===== src/hw/rtl/range_bin_confirm_hold_macros.svh =====
// Assertion macros for the range bin confirmation filter.
`ifndef RANGE_BIN_CONFIRM_HOLD_MACROS_SVH
`define RANGE_BIN_CONFIRM_HOLD_MACROS_SVH

// Same-cycle implication, sampled on clk_i, off during reset.
`define RBCH_ASSERT_NOW(lbl, ante, cons, msg) \
  lbl: assert property (@(posedge clk_i) disable iff (!rst_ni) (ante) |-> (cons)) \
    else $error(msg);

// Next-cycle implication, sampled on clk_i, off during reset.
`define RBCH_ASSERT_NEXT(lbl, ante, cons, msg) \
  lbl: assert property (@(posedge clk_i) disable iff (!rst_ni) (ante) |=> (cons)) \
    else $error(msg);

`endif


===== src/hw/rtl/rbch_ram.sv =====
// Generic single-port-write, single-port-read RAM with registered read data.
module rbch_ram #(
  parameter int WIDTH = 8,
  parameter int DEPTH = 16,
  parameter int AW    = (DEPTH > 1) ? $clog2(DEPTH) : 1
) (
  input  logic             clk_i,
  input  logic             we_i,
  input  logic [AW-1:0]    waddr_i,
  input  logic [WIDTH-1:0] wdata_i,
  input  logic             re_i,
  input  logic [AW-1:0]    raddr_i,
  output logic [WIDTH-1:0] rdata_o
);

  logic [WIDTH-1:0] mem [DEPTH];

  always_ff @(posedge clk_i) begin
    if (we_i) begin
      mem[waddr_i] <= wdata_i;
    end
    if (re_i) begin
      rdata_o <= mem[raddr_i];
    end
  end

endmodule


===== config.mk =====
export PLATFORM = sky130hd
export DESIGN_NAME = rbch_ram
export DESIGN_NICKNAME = d
export VERILOG_FILES = /design/src/hw/rtl/range_bin_confirm_hold_macros.svh /design/src/hw/rtl/rbch_ram.sv
export SDC_FILE = /design/constraint.sdc
export NUM_CORES = 1
export LEC_CHECK = 0
export BUFFER_PORTS_ARGS = -buffer_cell sky130_fd_sc_hd__clkbuf_2
export CELL_PAD_IN_SITES_DETAIL_PLACEMENT = 1
export CELL_PAD_IN_SITES_GLOBAL_PLACEMENT = 2
export CORE_MARGIN = 10
export CORE_UTILIZATION = 35
export DETAILED_ROUTE_END_ITERATION = 8
export GPL_ROUTABILITY_DRIVEN = 0
export PLACE_DENSITY_LB_ADDON = 0.1
export SLEW_MARGIN = 20
export SYNTH_ARGS = -nofsm -noshare
export SYNTH_HDL_FRONTEND = slang
export SYNTH_SLANG_ARGS = --single-unit
export TNS_END_PERCENT = 5

===== constraint.sdc =====
create_clock -name clk_i -period 1.5 [get_ports clk_i]
set_input_delay 0 -clock clk_i [delete_from_list [all_inputs] [get_ports clk_i]]
set_output_delay 0 -clock clk_i [all_outputs]
set_load 0.02 [all_outputs]

# == Yosys cells after proc, flatten, opt, wreduce, memory -nomap -nowiden ==
# Memory sizes are Yosys's and may differ from the RTL's. A register that Yosys moved wholly into a read port is not among the register bits.
# Cells that the tools add are included.
# word_totals
reg_bits,0
mem_bits_rw,128
in_bits,19
output_inout_bits,8
mem_count,1
# classes
mux,2
# mem_list
memory,words,width,rd,rd_clocked_by_memory_dff,write_ports,line,rtl
mem,16,8,1,1,1,rbch_ram.sv:16,logic [WIDTH-1:0] mem [DEPTH];
# op_table
cell,count
two-way mux 1 bit,2

# == Logic depth before layout (Yosys ltp) ==
# logic_depth
word_depth,2
depth_mapped,5
ltp_nobuf,3

# == Least setup slack after synthesis ==
# No wires, ideal clock.
# synth_timing
kind,input to register
start,in waddr_i[2]
end,mem mem[0][0] (enable)
setup_ns,0.383
arrival_ns,1.110
required_time_ns,1.117
slack_ns,0.007
cell_stages,2
path_buffers,0
path_cell_list,or3b_2 nor3_1
# synth_rtl
element,line,rtl
from (decl),rbch_ram.sv:9,"input logic [AW-1:0] waddr_i,"
to (decl),rbch_ram.sv:16,
# Straight into the memory's write port.

==> flow_summary.json <==
{
  "slew_headroom_pct": 34.53,
  "layout.nets": 309,
  "crit_slowest_cell": "mux4_2",
  "power_density_mw_per_mm2": 1457,
  "io_pins": 27,
  "syn_area_mm2": 0.005228,
  "drc": 0,
  "tightest_slew_ns": 0.9784,
  "fin_cells": 487,
  "cts_buffer_depth": 2,
  "min_path_type": "in -> reg",
  "postCtsSetupBuffers": 0,
  "layout-drive-gt1-share_pct": 36.30,
  "finalCritPeriodShare_pct": 100.4,
  "grt_usage_pct": 12.22,
  "area_delta_synth_final_pct": 22.88,
  "yosys.area.top_type": "edfxtp_1",
  "placed_area_mm2": 0.005747,
  "wl_per_cell_um": 23.66,
  "drv_slew": 0,
  "grt_first_pass_wirelength_mm": 17.56,
  "cp-startpoint": "mem[3][4]$_DFFE_PP_",
  "final_area_mm2": 0.006424,
  "ant_nets": 0,
  "p_leak_nw": 2.176,
  "worstSetupStartpointType": "flip-flop",
  "clk_latency_ns": 0.42,
  "dp_hpwl_mm": 7.390,
  "path_class": "reg -> reg",
  "r2r-end": "rdata_o[4]$_DFFE_PP_",
  "dieArea_mm2": 0.02022,
  "core-area_mm2": 0.01459,
  "h-tree-depth": 4,
  "syn_area_per_cell_um2": 22.83,
  "dr.pass1.iters": 4,
  "start_util_pct": 35.83,
  "dp.cells": 455,
  "max_stage_delay_ns": 0.49,
  "numPortBuffers": 26,
  "crit_fanout": 1,
  "grt_max_degree": 21,
  "antennaDiodeCount": 0,
  "num_rows": 44,
  "vias_per_cell": 5.025,
  "status": "complete, but fails checks",
  "synth_seq_cells": 136,
  "numCtsBuffers": 17,
  "worstPathArrival_ns": 1.67,
  "endpoint": "rdata_o[4]$_DFFE_PP_",
  "worst_ir_drop_vdd_uv": 984.6,
  "clkSinkCount": 136,
  "grt_pass1_vias": 2706,
  "rr_startpoint": "mem[3][4]$_DFFE_PP_",
  "cts_tree": "built",
  "clockRootBuffer": "clkbuf_16",
  "maxCapViolCount": 0,
  "fin_ws_ns": -0.005458,
  "antenna_found_initial": 0,
  "ys_seq_area_share_pct": 78.12,
  "r2r_cells": 4,
  "final_hold_viol_count": 0,
  "hold_path.startpoint": "re_i",
  "post-route-util_pct": 44.03,
  "drtIter0Drc": 150,
  "drt_wl_total_mm": 11.52,
  "synth.distinct_cells": 18,
  "violations": "setup timing",
  "clk_pin_slew_ns": 0.06,
  "syn_inst": 229,
  "rrSetupSlack_ns": -0.005,
  "fmax_mhz": 664.3,
  "required_ns": 1.66,
  "fin_crit_ns": 1.505,
  "die_w_um": 142.2,
  "yosys_warnings": 0,
  "vias": 2447,
  "cp-end-kind": "flip-flop",
  "synth_top_area_share_pct": 78.12,
  "cp_cell_sequence": "mux4_2, a22oi_1, buf_4, nand2_2",
  "syn_nets": 248,
  "rsz0062_at_grt": "true",
  "yosys-top-cells-area": "edfxtp_1 (78%), mux4_2 (7.8%), mux4_1 (7.0%), a22oi_1 (2.3%), nor2_1 (0.93%)",
  "grt-ovfl-total": 0,
  "die_h_um": 142.2,
  "clock_skew_ns": 0.004316,
  "setup_violations": 1
}
state kept, by name, summed over array words and instances (netlist names):
name	count
rdata_o	8
mem	128
Yosys cell counts:
| master | n |
|---|---|
| nor2b_1 | 1 |
| or3b_2 | 1 |
| nor2_1 | 13 |
| buf_6 | 3 |
| clkdlybuf4s25_2 | 3 |
| nand3b_1 | 2 |
| buf_4 | 1 |
| edfxtp_1 | 136 |
| nor3_1 | 4 |
| a22oi_1 | 16 |
| and2b_1 | 1 |
| mux4_1 | 14 |
| nand2_1 | 9 |
| nand3_1 | 1 |
| mux4_2 | 18 |
| nand2b_1 | 2 |
| buf_2 | 3 |
| and2_1 | 1 |
worst min-delay path by stage:
| stage | to | cells past startpoint |
|---|---|---|
| floorplan | mem[0][0]$_DFFE_PP_ | 0 |
| global placement | mem[6][2]$_DFFE_PP_ | 1 |
| detailed placement | rdata_o[7]$_DFFE_PP_ | 1 |
| CTS | rdata_o[6]$_DFFE_PP_ | 1 |
| global route | rdata_o[6]$_DFFE_PP_ | 1 |
| finish | rdata_o[6]$_DFFE_PP_ | 1 |
metrics by stage:
step                total power [mW]  setup TNS, ns  worst slack, ns  hold WS [ns]
finish                         9.361      -0.005458        -0.005458      0.004676
global route                   9.661        -0.1091         -0.04413       0.01039
CTS                            9.455       -0.05780         -0.01982      0.005041
detailed placement             4.842        -0.6131          -0.1483        0.4515
global placement               4.831        -0.5384          -0.1341        0.4322
floorplan                      4.617              0         0.007126       0.09887
layout by cell type, fill, tap and decap left out, drive strengths merged, types with 2 or more instances in the layout:
cell | synthesis | final
a22oi | 16 | 16
buf | 7 | 26
bufinv | 0 | 6
clkbuf | 0 | 43
clkinv | 0 | 6
clkinvlp | 0 | 3
edfxtp | 136 | 136
mux4 | 32 | 32
nand2 | 9 | 9
nand2b | 2 | 2
nand3b | 2 | 2
nor2 | 13 | 13
nor3 | 4 | 4
final cells by class:
cell class	count	area, µm²
fillers	1349	8165
flip-flops and latches	136	4084
multi-input cells	83	1077
clock buffers	17	425.4
repair buffers	52	375.4
clock inverters	15	231.5
well taps	184	230.2
timing repair:
action	CTS	global route
gates cloned	0	0
endpoints found under the setup margin	6	7
gates resized for setup	3	5
pin swaps	1	0
hold buffers	0	0
worst max-delay path, delay by kind of cell (launching register included):
| kind | cells | cell delay [ns] |
|---|---|---|
| muxes | 1 | 0.49 |
| buffers and inverters | 1 | 0.16 |
| DFF | 1 | 0.36 |
| AOI/OAI and AO/OA | 1 | 0.19 |
| and+or+nand+nor | 1 | 0.05 |
metal layers:
| metal | GRT usage (%) | up-vias | part of all wire (%) |
|---|---|---|---|
| met3 | 3.538 | 16 | 3.6 |
| met4 | 5.971 | 0 | 2.0 |
| li1 | - | 1103 | - |
| met5 | 0 | - | 0 |
| met1 | 15.57 | 1284 | 47 |
| met2 | 18.70 | 44 | 48 |
logic make-up after synthesis:
family	Yosys count	share of synthesized area (%)
flops	136	78.12
simple gates	35	3.136
mux	32	14.79
compound gates	16	2.298
buf+inv	10	1.651
report_power, final:
part,switching [mW],internal (mW),leakage (nW)
Clock,1.51,3.09,0.316
Sequential,0.0244,4.28,1.24
Combinational,0.262,0.191,0.624
Note: power is estimated with default switching activity, not from simulation.
