<file path="src/hw/rtl/range_bin_confirm_hold_macros.svh">
// Assertion macros for the range bin confirmation filter.
`ifndef RANGE_BIN_CONFIRM_HOLD_MACROS_SVH
`define RANGE_BIN_CONFIRM_HOLD_MACROS_SVH

// Same-cycle implication, sampled on clk_i, off during reset.
`define RBCH_ASSERT_NOW(lbl, ante, cons, msg) \
  lbl: assert property (@(posedge clk_i) disable iff (!rst_ni) (ante) |-> (cons)) \
    else $error(msg);

// Next-cycle implication, sampled on clk_i, off during reset.
`define RBCH_ASSERT_NEXT(lbl, ante, cons, msg) \
  lbl: assert property (@(posedge clk_i) disable iff (!rst_ni) (ante) |=> (cons)) \
    else $error(msg);

`endif

</file>
<file path="src/hw/rtl/rbch_pkg.sv">
// Shared types and constants of the range bin confirmation filter.
package rbch_pkg;

  localparam int RANGE_W  = 16;
  localparam int ENTRY_W  = RANGE_W + 1;
  localparam int TIME_W   = 32;
  localparam int BIN_W    = 10;
  localparam int COUNT_W  = 11;
  localparam int LEN_W    = 7;
  localparam int REC_W    = 1 + TIME_W + RANGE_W;
  localparam logic [COUNT_W-1:0] COUNT_MAX = 11'd2047;

  localparam logic [1:0] REG_WINDOW_LENGTH = 2'd0;
  localparam logic [1:0] REG_NEEDED_HITS   = 2'd1;
  localparam logic [1:0] REG_TOLERANCE     = 2'd2;
  localparam logic [1:0] REG_HOLD_TIME     = 2'd3;

  localparam logic CMD_UPDATE = 1'b0;
  localparam logic CMD_QUERY  = 1'b1;

  typedef struct packed {
    logic [LEN_W-1:0]   len;
    logic [RANGE_W-1:0] tol;
  } win_cfg_t;

  typedef enum logic [5:0] {
    S_CLEAR = 6'b000001,
    S_IDLE  = 6'b000010,
    S_RD    = 6'b000100,
    S_CMP   = 6'b001000,
    S_CNT   = 6'b010000,
    S_REND  = 6'b100000
  } state_e;

endpackage

</file>
<file path="src/hw/rtl/rbch_window.sv">
// Window row update and per-entry tolerance match for one bin.
module rbch_window
  import rbch_pkg::*;
#(
  parameter int MAX_WINDOW = 32,
  parameter int SW = (MAX_WINDOW > 1) ? $clog2(MAX_WINDOW) : 1
) (
  input  logic [MAX_WINDOW*ENTRY_W-1:0] row_i,
  input  logic [SW-1:0]                 slot_i,
  input  logic                          present_i,
  input  logic [RANGE_W-1:0]            range_i,
  input  win_cfg_t                      cfg_i,
  output logic [MAX_WINDOW*ENTRY_W-1:0] row_o,
  output logic [MAX_WINDOW-1:0]         match_o
);

  logic [ENTRY_W-1:0] new_entry;

  assign new_entry = present_i ? {1'b1, range_i} : '0;

  for (genvar f = 0; f < MAX_WINDOW; f++) begin : g_ent
    logic [ENTRY_W-1:0] ent;
    logic [RANGE_W-1:0] diff;

    assign ent = (slot_i == SW'(f)) ? new_entry : row_i[f*ENTRY_W +: ENTRY_W];
    assign diff = (ent[RANGE_W-1:0] > range_i) ? (ent[RANGE_W-1:0] - range_i)
                                                : (range_i - ent[RANGE_W-1:0]);
    assign row_o[f*ENTRY_W +: ENTRY_W] = ent;
    assign match_o[f] = (LEN_W'(f) < cfg_i.len) && ent[RANGE_W] && (diff <= cfg_i.tol);
  end

endmodule

</file>
<file path="config.mk">
export PLATFORM = sky130hd
export DESIGN_NAME = rbch_window
export DESIGN_NICKNAME = d
export VERILOG_FILES = /design/src/hw/rtl/range_bin_confirm_hold_macros.svh /design/src/hw/rtl/rbch_pkg.sv /design/src/hw/rtl/rbch_window.sv
export SDC_FILE = /design/constraint.sdc
export NUM_CORES = 2
export LEC_CHECK = 0
export BUFFER_PORTS_ARGS = -buffer_cell sky130_fd_sc_hd__buf_2
export CORE_AREA = 2 2 457 459
export DETAILED_ROUTE_END_ITERATION = 8
export DIE_AREA = 0 0 459 461
export GPL_TIMING_DRIVEN = 0
export PLACE_DENSITY = 0.56
export SETUP_SLACK_MARGIN = 0.3
export SYNTH_ARGS = -nofsm -noshare
export SYNTH_HDL_FRONTEND = slang
export SYNTH_SLANG_ARGS = --single-unit
</file>
<file path="constraint.sdc">
create_clock -name vclk -period 7.5
set_input_delay 0.375 -clock vclk [all_inputs]
set_output_delay 0.375 -clock vclk [all_outputs]
set_load 0.005 [all_outputs]
</file>
== Word-level counts from Yosys, hierarchy flattened ==
Cells that the tools add are included.

* Output and inout port bits: 576
* Bits of input ports: 589
* Logic and storage cells: 321
* Register bits: 0

* Eq/ne operators: 31
* Muxes and demuxes: 65
* $lt $le $gt $ge: 96
* Add/sub/neg operators: 64
* Reductions and logical operators: 65

{| class="wikitable"
|+ Operators by type and width
! operator !! count
|-
| $sub A16 B16 Y16 || 64
|-
| $mux W17 || 33
|-
| $gt A16 B16 Y1 || 32
|-
| $le A16 B16 Y1 || 32
|-
| $mux W16 || 32
|-
| $lt A5 B7 Y1 const A || 16
|-
| $eq A5 B5 Y1 const B || 16
|-
| $logic_and A1 B1 Y1 || 64
|-
| $lt A4 B7 Y1 const A || 8
|-
| $eq A5 B4 Y1 const B || 8
|-
| $lt A3 B7 Y1 const A || 4
|-
| $eq A5 B3 Y1 const B || 4
|-
| $lt A1 B7 Y1 const A || 2
|-
| $lt A2 B7 Y1 const A || 2
|-
| $eq A5 B2 Y1 const B || 2
|-
| $eq A5 B1 Y1 const B || 1
|-
| $logic_not A5 Y1 || 1
|}

== Depth between registers and ports, before layout ==
* Depth in word-level cells: 6
* Gate-level depth with buffers: 29
* Depth with buffers taken out: 25

== Worst setup path before layout ==
OpenSTA, ideal clock, no wires.

* Kind: input -> output
* From: input range_i[1]
* To: output match_o[9]
* Setup slack: 1468 ps
* Arrival time: 5657 ps
* Data required time: 7125 ps
* Path buffers: 0
* Stages on the path: 18
* Cells stage by stage: inv_1 > ha_1 > nor2b_1 > o31a_1 > o41a_1 > a221oi_1 > o21bai_1 > a21o_1 > a211o_1 > a31oi_1 > xnor2_1 > ha_1 > a21o_1 > a21o_1 > a21oi_1 > o21ai_0 > a21oi_1 > o221a_2

* Cells in the longest elaborated chain, start to end: 6
* Elaborated cells on any way between the ends: 8
* Those cells by class: add/sub (2); order compare (2); mux (3); reduce/logical (1)

{| class="wikitable"
|+ RTL lines
! element !! line !! source
|-
| from (decl) || rbch_window.sv:11 || <nowiki>input logic [RANGE_W-1:0] range_i,</nowiki>
|-
| $mux W17 || rbch_window.sv:19 || <nowiki>assign new_entry = present_i ? {1'b1, range_i} : '0;</nowiki>
|-
| $mux W17 || rbch_window.sv:25 || <nowiki>assign ent = (slot_i == SW'(f)) ? new_entry : row_i[f*ENTRY_W +: ENTRY_W];</nowiki>
|-
| $sub A16 B16 Y16 (tied with other cells) || rbch_window.sv:27 || <nowiki>: (range_i - ent[RANGE_W-1:0]);</nowiki>
|-
| $mux W16 (*) || rbch_window.sv:26 || <nowiki>assign diff = (ent[RANGE_W-1:0] > range_i) ? (ent[RANGE_W-1:0] - range_i)</nowiki>
|-
| $le A16 B16 Y1 (*) || rbch_window.sv:29 || <nowiki>assign match_o[f] = (LEN_W'(f) < cfg_i.len) && ent[RANGE_W] && (diff <= cfg_i.tol);</nowiki>
|-
| $logic_and A1 B1 Y1 (*) || rbch_window.sv:29 ||
|-
| to (decl) || rbch_window.sv:14 || <nowiki>output logic [MAX_WINDOW-1:0] match_o</nowiki>
|}

Every way passes the cells marked *; elsewhere a longest branch is shown, timed or not.

== Worst setup path after layout ==
* From: input range_i[14]
* To: output match_o[9]

Same word-level chain as after synthesis.

==> results.py <==
metrics = {
    "floorplan": {
        "pin_count": 1165,
        "fp.dieW_um": 459,
        "die-height_um": 461,
        "std_cell_rows": 167,
        "design.core.area_um2": 206000,
        "start_util_pct": 29.6,
        "die-area_um2": 212000,
    },
    "place": {
        "place_hpwl_mm": 351,
        "place.gp.congestion": 1.02,
        "port_buffers": 1164,
    },
    "worst_setup_path": {
        "cp_max_fo": 20,
        "crit_arrival_ns": 6.84,
        "crit_path_end_kind": "output pin",
        "crit_required_ns": 7.12,
        "critPathLaunchType": "input port",
        "critPathLaunch": "range_i[14]",
        "setup.worst_path.class": "input port to output pin",
    },
    "synth": {
        "synthCells": 8634,
        "synth_cell_types": 89,
        "synthesis.nets": 10791,
        "avgSynthCellArea_um2": 7.08,
        "synth_area_leader_cell": "ha_1",
        "syn_area_um2": 61100,
        "yosys-top-cells-area": "ha_1 31%, o21ai_0 6.4%, a21o_1 6.4%",
        "synth_warnings": 0,
        "seq_area_frac_synth_pct": 0,
        "synth_top_area_share_pct": 30.8,
    },
    "global_route": {
        "grt_pass1_vias": 71229,
        "globalRoute.totalOverflow": 0,
        "antenna_found_initial": 85,
        "grt_max_degree": 36,
        "grt_first_pass_wirelength_mm": 581,
        "grt_usage_pct": 39.2,
    },
    "route": {
        "drt_pass1_iterations": 8,
        "drt_iter0_drc": 8357,
        "drc": 0,
        "wire_per_inst_um": 34.6,
        "wl_mm": 439,
        "postRouteAntennaNets": 0,
        "viasPerCell": 6.08,
        "vias": 77187,
    },
    "sta": {
        "maxSlewHeadroom_pct": 13.3,
        "min_period_ns": 7.22,
        "rsz0062_at_grt": "yes",
        "period_share_pct": 96.2,
        "tightestPinTransition_ns": 1.29,
        "slew_viol_final": 0,
        "fmax_mhz": 139,
        "holdWs_ns": 1.10,
        "setup_violations": 0,
        "hold_viol": 0,
    },
    "final_layout": {
        "seqCellArea_um2": 0,
        "layout_commonest_cell": "ha_1",
        "multi_input_area_um2": 57600,
        "design.seq.count": 0,
        "nets": 12059,
        "drive_above_1_share_pct": 16.6,
        "n_fill_cell": 22298,
        "final_cell_mix": "1504 x ha_1, 1170 x buf_2, 867 x nand2_1, 772 x a21oi_1, 612 x inv_1",
        "areaGrowthSynthToFinish_pct": 20.9,
        "n_clock_buffer": 0,
    },
    "run_status": {
        "status": "complete, no violations",
    },
    "min_path": {
        "min_from": "row_i[68]",
        "hold_class": "input port to output pin",
    },
    "flow_run": {
        "drv_cap": 0,
    },
}
worst paths after layout:
| kind | end | slack, ns | depth (start not counted) |
|---|---|---|---|
| max | match_o[9] | 0.28 | 23 |
| min | row_o[68] | 1.10 | 4 |
repair_timing:
| item | CTS | global route |
|---|---|---|
| hold buffers | 0 | 0 |
| gates resized for setup | 272 | 230 |
| setup endpoints to repair | 32 | 32 |
| pin swaps | 0 | 5 |
| setup buffers | 2 | 9 |
cell usage after synthesis (all sizes together) (64+ instances only):
cell    instances
o21ai         938
xnor2         243
a21oi         775
nand4         198
inv           648
and3           69
clkbuf        405
a211oi         68
nor2b         176
fa             64
mux2i         299
nor3          128
ha           1504
nand2b        126
nand2         896
a31oi          87
o21a           98
nand3          83
nor2          258
o21bai         74
xor2          203
a21o          522
metal layers:
| metal | global-route usage (%) | vias to the layer above | part of all wire (%) |
|---|---|---|---|
| met5 | 0 | - | 0.059 |
| met4 | 34.3 | 38 | 9.9 |
| met3 | 10.8 | 1241 | 11 |
| met1 | 47.0 | 36995 | 39 |
| li1 | - | 33986 | - |
| met2 | 57.4 | 4927 | 41 |
critical path, cell delays in order:
cell      delay, ns
buf_4          0.42
buf_16         0.31
nand2_1        0.43
clkbuf_4       0.45
o21ai_1        0.50
ha_1           0.28
nand3_1        0.16
or4_1          0.63
o21a_1         0.17
a31oi_4        0.31
clkbuf_4       0.34
nand3b_1       0.10
o311ai_1       0.10
nand2_1        0.11
xor2_1         0.16
ha_1           0.30
a21o_1         0.18
a21o_1         0.17
a21oi_1        0.14
o21ai_0        0.21
a21oi_2        0.41
o221a_2        0.29
buf_2          0.20
kinds of logic (layout without fill, tap and decap cells):
family	after synthesis	in the layout	share of synthesized area, %
AO/OA/AOI/OAI	2987	2987	30.5
AND/OR/NAND/NOR	2187	2187	17.5
adder cells (fa/ha/maj)	1568	1568	32.9
buffers and inverters	1088	2354	6.78
XOR/XNOR	446	446	6.39
multiplexers	358	358	5.98
other	0	86	0
layout make-up:
class / instances / area share [%]
diodes: 86 / 0.291
plain buffers: 440 / 2.65
inverters: 648 / 3.40
multi-input cells: 7546 / 77.9
well taps: 2704 / 4.58
repair buffers: 1266 / 11.2
through the flow:
stage	worst slack [ns]	std cells	area (µm²)	TNS [ns]	utilization, %
5_1_grt	0.181	12642	73800	0	35.7
6_report	0.285	12690	73900	0	35.8
3_3_place_gp	-5.17	12502	70400	-134.27	34.1
2_1_floorplan	1.47	8634	61100	0	-
4_1_cts	0.157	12595	73200	0	35.5
3_5_place_dp	-1.77	12593	72800	-38.50	35.2
